<file path="src/design/czs_pkg.sv">
`timescale 1ns / 1ps
// ----------------------------------------------------------------------------
// czs_pkg
// Shared types, constants and rounding, saturation and clamping helpers of the zoom smoother.
// ----------------------------------------------------------------------------
package czs_pkg;

	// arithmetic unit widths
	localparam int DIV_W  = 44;
	localparam int DIV_CW = 6;
	localparam int MUL_AW = 48;
	localparam int MUL_BW = 32;
	localparam int MUL_HW = 24;
	localparam int PROD_W = 64;

	// fixed-point constants
	localparam logic [15:0] MIN_FLOOR = 16'd26;
	localparam logic signed [MUL_BW-1:0] C048  = 32'sd31457;
	localparam logic signed [MUL_BW-1:0] C0235 = 32'sd15401;
	localparam logic signed [PROD_W-1:0] X_CAP   = 64'sd67108864;
	localparam logic signed [PROD_W-1:0] T_LIM   = 64'sd4294967296;
	localparam logic signed [PROD_W-1:0] N_LIM   = 64'sd274877906944;
	localparam logic signed [PROD_W-1:0] VN_HI   = 64'sd8388607;
	localparam logic signed [PROD_W-1:0] VN_LO   = -64'sd8388608;
	localparam logic signed [PROD_W-1:0] ONE_Q16 = 64'sd65536;
	localparam logic [DIV_W-1:0] W_NUM = 44'd536870912;
	localparam logic [DIV_W-1:0] E_NUM = 44'd1099511627776;

	// configuration register indexes
	localparam logic [1:0] CFG_MIN    = 2'd0;
	localparam logic [1:0] CFG_MAX    = 2'd1;
	localparam logic [1:0] CFG_START  = 2'd2;
	localparam logic [1:0] CFG_SMOOTH = 2'd3;

	// datapath operations, in sequence order
	typedef enum logic [3:0] {
		OP_GOAL,
		OP_W,
		OP_X,
		OP_X2,
		OP_X3,
		OP_K1,
		OP_DEN,
		OP_E,
		OP_S,
		OP_T,
		OP_N,
		OP_VN,
		OP_O
	} czs_op_t;

	typedef enum logic [1:0] {
		S_IDLE,
		S_GOAL,
		S_RUN,
		S_FIN
	} czs_state_t;

	typedef struct packed {
		logic    load;
		logic    go;
		logic    capture;
		logic    finish;
		czs_op_t op;
	} czs_cmd_t;

	typedef struct packed {
		logic unit_done;
		logic st_zero;
		logic out_full;
	} czs_stat_t;

	// shift right with rounding half away from zero
	function automatic logic signed [PROD_W-1:0] rnd_sh(input logic signed [PROD_W-1:0] a,
			input int unsigned sh);
		logic [PROD_W-1:0] mag;
		logic [PROD_W-1:0] r;
		mag = a[PROD_W-1] ? PROD_W'(-a) : PROD_W'(a);
		r = (mag + (64'd1 << (sh - 1))) >> sh;
		return a[PROD_W-1] ? -$signed(r) : $signed(r);
	endfunction

	// symmetric saturation
	function automatic logic signed [PROD_W-1:0] sat_sym(input logic signed [PROD_W-1:0] a,
			input logic signed [PROD_W-1:0] lim);
		if (a > lim)
			return lim;
		if (a < -lim)
			return -lim;
		return a;
	endfunction

	// clamp into an unsigned 16 bit range
	function automatic logic [15:0] clamp_rng(input logic signed [PROD_W-1:0] a,
			input logic [15:0] lo, input logic [15:0] hi);
		if (a < $signed({48'd0, lo}))
			return lo;
		if (a > $signed({48'd0, hi}))
			return hi;
		return a[15:0];
	endfunction

endpackage

</file>
<file path="src/design/czs_ctrl.sv">
`timescale 1ns / 1ps
// ----------------------------------------------------------------------------
// czs_ctrl
// Sequencer that steps the datapath through one smoothing update.
// ----------------------------------------------------------------------------
module czs_ctrl
	import czs_pkg::*;
(
	input  logic      clk,
	input  logic      arst_n,
	input  logic      s_tvalid,
	output logic      s_tready,
	input  czs_stat_t stat,
	output czs_cmd_t  cmd
);

	czs_state_t state_q, state_n;
	czs_op_t    op_q, op_n;
	logic       busy_q, busy_n;

	// state register
	always_ff @(posedge clk or negedge arst_n) begin
		if (!arst_n) begin
			state_q <= S_IDLE;
			op_q    <= OP_W;
			busy_q  <= 1'b0;
		end else begin
			state_q <= state_n;
			op_q    <= op_n;
			busy_q  <= busy_n;
		end
	end

	// next state and commands
	always_comb begin
		state_n     = state_q;
		op_n        = op_q;
		busy_n      = busy_q;
		s_tready    = 1'b0;
		cmd.load    = 1'b0;
		cmd.go      = 1'b0;
		cmd.capture = 1'b0;
		cmd.finish  = 1'b0;
		cmd.op      = op_q;
		unique case (state_q)
			S_IDLE: begin
				s_tready = 1'b1;
				if (s_tvalid) begin
					cmd.load = 1'b1;
					state_n  = S_GOAL;
				end
			end
			S_GOAL: begin
				cmd.capture = 1'b1;
				cmd.op      = OP_GOAL;
				op_n        = OP_W;
				busy_n      = 1'b0;
				state_n     = stat.st_zero ? S_FIN : S_RUN;
			end
			S_RUN: begin
				if (!busy_q) begin
					cmd.go = 1'b1;
					busy_n = 1'b1;
				end else if (stat.unit_done) begin
					cmd.capture = 1'b1;
					busy_n      = 1'b0;
					if (op_q == OP_O)
						state_n = S_FIN;
					else
						op_n = czs_op_t'(op_q + 1'b1);
				end
			end
			S_FIN: begin
				if (!stat.out_full) begin
					cmd.finish = 1'b1;
					state_n    = S_IDLE;
				end
			end
			default: state_n = S_IDLE;
		endcase
	end

endmodule

</file>
<file path="config.mk">
export PLATFORM = sky130hd
export DESIGN_NAME = czs_ctrl
export DESIGN_NICKNAME = d
export VERILOG_FILES = /design/src/design/czs_pkg.sv /design/src/design/czs_ctrl.sv
export SDC_FILE = /design/constraint.sdc
export NUM_CORES = 1
export LEC_CHECK = 0
export ABC_AREA = 1
export BUFFER_PORTS_ARGS = -buffer_cell sky130_fd_sc_hd__buf_2
export CORE_AREA = 2 2 39 41
export CTS_CLUSTER_SIZE = 20
export DETAILED_ROUTE_END_ITERATION = 8
export DIE_AREA = 0 0 41 43
export MAX_ROUTING_LAYER = met4
export PLACE_DENSITY = 0.65
export SLEW_MARGIN = 20
export SYNTH_ARGS = -nofsm -noshare
export SYNTH_HDL_FRONTEND = slang
export SYNTH_SLANG_ARGS = --single-unit
</file>
<file path="constraint.sdc">
create_clock -name clk -period 1.9 [get_ports clk]
set_clock_uncertainty 0.05 [all_clocks]
set_input_delay 0.38 -clock clk [delete_from_list [all_inputs] [get_ports clk]]
set_output_delay 0.38 -clock clk [all_outputs]
set_load 0.02 [all_outputs]
</file>
Word-level counts from Yosys, hierarchy flattened

Index checks and enable logic that the tools add are counted.

Bits in registers: 7
Output and inout bits: 9
Logic and storage cells: 43
Bits of input ports: 6

$add $sub $neg: 1
Multiplexer cells: 25
Eq/ne operators: 10
Reduce and logical (&&, ||, !) cells: 4

Operators by type and width:

| operator                                                         | count |
|---|---|
| 4-bit 2-to-1 mux                                                 | 4 |
| 1-bit 2-to-1 mux                                                 | 12 |
| 2-bit inequality test (second input constant)                    | 6 |
| 2-bit 2-to-1 mux                                                 | 5 |
| 2-bit one-hot mux with 4 select lines                            | 1 |
| 4-bit one-hot mux with 2 select lines                            | 1 |
| 5-bit AND reduction                                              | 1 |
| 4-bit by 1-bit adder with 4-bit output (second input constant)   | 1 |
| 2-bit == test (second input constant)                            | 2 |
| 4-bit == test (second input constant)                            | 1 |
| 1-bit one-hot mux with 2 select lines                            | 2 |
| 4-bit AND reduction                                              | 1 |
| 2-bit by 1-bit == test with 1-bit output (second input constant) | 1 |
| 2-bit zero test                                                  | 1 |
| 2-bit nonzero test                                               | 1 |

Longest topological paths before layout

Depth after elaboration: 5
Gate-level depth with buffers: 8
Depth with buffers taken out: 8

Worst setup path after synthesis

No wires, ideal clock.

Path type: register to output
From: register state_q[0]
To: output cmd[5] (netlist bit)
Stages on the path, launching flop included: 6
Path buffers: 0
Path slack: 359 ps
Required time: 1470 ps
Arrival: 1111 ps
Cell sequence: dfrtp_1 > inv_1 > ha_1 > inv_2 > nor2_4 > o21a_1

RTL lines:

| element                  | line           | source |
|---|---|---|
| start: declaration       | czs_ctrl.sv:17 | `czs_state_t state_q, state_n;` |
| start signal: assignment | czs_ctrl.sv:28 | `state_q <= state_n;` |
| end: declaration         | czs_ctrl.sv:14 | `output czs_cmd_t cmd` |

==> flow_metrics.tcl <==
set metrics [dict create \
    min_period_ns 1.808 \
    ff2ff_path_depth 6 \
    drtIter0Drc 5 \
    synthFlopType "dfrtp_1" \
    startpoint_type "register" \
    synth_area_leader_cell "dfrtp_1" \
    hpwl_um 897.4 \
    grt_pass1_wl_mm 1.794 \
    cts_root_buffer "clkbuf_4" \
    path_class "register to output port" \
    p_leak_nw 0.3749 \
    clk_latency_ns 0.24 \
    ys_types 21 \
    synth_seq_area_share_pct 31.54 \
    track_usage_pct 15.34 \
    io_buffer_count 14 \
    cts_tree "built" \
    critical_path.endpoint_type "output port" \
    switchingPower_uw 563.6 \
    synth_edf_count 0 \
    syn_inst 71 \
    yosys-top-cells-area "dfrtp_1 27%, ha_1 16%, nand2_1 10%, inv_1 6.0%, nand3_1 5.4%" \
    syn_nets 84 \
    pwr_density_cell_nw_per_um2 1623 \
    fill_cells 127 \
    antenna_left 0 \
    ys_ff_latch 7 \
    first_pass_iters 3 \
    setup_tns_ns 0 \
    gp_congestion 0.7443 \
    avgSynthCellArea_um2 7.877 \
    r2r_start "op_q[0]" \
    maxCapViolCount 0 \
    start_util_pct 40.42 \
    outcome "complete, no violations" \
    critPathMaxFanout 5 \
    core_area_um2 1384 \
    rows 14 \
    die_y_um 43 \
    post-route-util_pct 50.45 \
    setup.worst_path.start "state_q[1]" \
    area_growth_pct 24.83 \
    cp.arrival_ns 1.38 \
    die_x_um 41 \
    grt_antenna_before_repair 0 \
    endpoint "cmd[5]" \
    ios 15 \
    yosys-top-cells-count "15 x nand2_1, 9 x inv_1, 8 x nor2_1" \
    drc_errors 0 \
    synth_top_area_share_pct 26.85 \
    finalCritPeriodShare_pct 95.18 \
    r2r_slack_ns 0.52 \
    clk_pin_slew_worst_paths_ns 0.05 \
    syn_area_um2 559.3 \
    pwr-share-seq_pct 24.8 \
    routed_via_density 4.645 \
    r2r_end "op_q[1]" \
    cts.path.max_buffers 2 \
    synth.most_common_cell "nand2_1" \
    fin_nets 105 \
    wl_per_cell_um 9.907 \
    drv_slew 0 \
    required_ns 1.47 \
    slew_headroom_pct 84.64 \
    p_int_uw 569.9 \
    setup_violations 0 \
    peakVddDrop_uv 774.5 \
    vias 497 \
    hold_class "input port to async pin" \
    swShare_pct 49.72 \
    htreeDepth 1 \
    die-area_um2 1763 \
    ys.warnings.count 0 \
    overflow 0 \
    p_comb_share_pct 64.1 \
    max_freq_mhz 553.0 \
    tightest_slew_ns 0.2280 \
    cts_buffers 3 \
    cts_sinks 7 \
    final_layout_size_suffix_gt1_share_pct 38.46 \
    report.final.hold_viol_count 0 \
    routed_wl_mm 1.060 \
    grt_max_degree 8 \
    clkPwrFrac_pct 11.1 \
    rsz0062_at_grt "no" \
    grt_pass1_vias 466 \
    synth-async-reset-ratio_pct 100.0 \
    diodes 0 \
]
==> what timing repair did <==
item | in CTS | in global routing
setup endpoints to repair | 1 | 1
setup buffers | 1 | 0
hold endpoints to repair | 6 | 0
gates resized for setup | 0 | 3
hold buffers | 1 | 0
==> state kept, by name, summed over array words and instances (netlist names) <==
register	cells
op_q	4
state_q	2
busy_q	1
==> cells by family (layout without fill, tap and decap cells) <==
group                    count (synthesis)  after routing  share of synthesized area (%)
flip-flops                               7              7                          31.54
XOR/XNOR                                 1              1                          1.566
multiplexers                             1              1                          2.013
adder cells (fa/ha/maj)                  7              7                          15.66
AO/OA/AOI/OAI                            6              6                          7.830
buffers and inverters                   10             30                          6.710
AND/OR/NAND/NOR                         39             39                          34.68
==> critical path, stage by stage, from the launching register on <==
cell and delay, ns:
dfrtp_1 0.41, inv_1 0.11, ha_1 0.34, o21a_1 0.13, buf_2 0.15
==> area by class of cell <==
type	instances	area, um2	area share [%]
tap	16	20.02	2.867
clock buffer	4	26.28	3.763
multi-input combinational	54	350.3	50.18
timing repair buffer	16	87.58	12.54
sequential	7	176.4	25.27
inverter	10	37.54	5.376
==> layer usage <==
metal | GRT usage [%] | vias to the layer above | share of wire (%)
met4 | 8.000 | 0 | 0.47
met3 | 1.571 | 2 | 4.2
li1 | - | 265 | -
met5 | - | - | 0
met2 | 23.13 | 9 | 49
met1 | 19.53 | 221 | 46
==> power by group through the flow <==
| stage | Clock [mW] | Combinational, mW | Sequential, mW |
|---|---|---|---|
| 3_3_place_gp | 0 | 0.692 | 0.282 |
| 6_report | 0.126 | 0.727 | 0.281 |
| 2_1_floorplan | 0 | 0.545 | 0.270 |
| 4_1_cts | 0.134 | 0.731 | 0.276 |
| 3_5_place_dp | 0 | 0.701 | 0.289 |
| 5_1_grt | 0.137 | 0.819 | 0.287 |
==> stage by stage <==
stage | power, mW | setup WS [ns] | hold WS [ns] | std cells | area, um2
final | 1.133 | 0.09159 | 0.4503 | 107 | 698.2
after global routing | 1.243 | 0.006321 | 0.4644 | 107 | 698.2
after CTS | 1.141 | 0.03528 | 0.4343 | 107 | 693.2
after detailed placement | 0.9900 | 0.1991 | 0.1644 | 101 | 649.4
after global placement | 0.9743 | 0.2650 | 0.1637 | 101 | 649.4
after floorplan | 0.8150 | 0.3588 | 0.03441 | 71 | 559.3
==> worst min path at each step <==
stage,cells after the start,from,endpoint
after detailed placement,1,arst_n,state_q[0]
after CTS,2,arst_n,state_q[0]
after floorplan,0,arst_n,busy_q
final,2,arst_n,state_q[0]
after global routing,2,arst_n,state_q[0]
after global placement,1,arst_n,state_q[0]
==> layout by cell type, fill, tap and decap left out, drive strengths merged <==
cell type and instances:
clkbuf 4, mux2 1, nand2 20, nand3b 1, o21ai 4, o21a 1
nand4 1, dfrtp 6, nand3 7, nor2 10, buf 15, ha 7
dlygate4sd3 1, xnor2 1, inv 10, dfstp 1, a21oi 1
No activity file was read; power rests on OpenSTA's default activity.
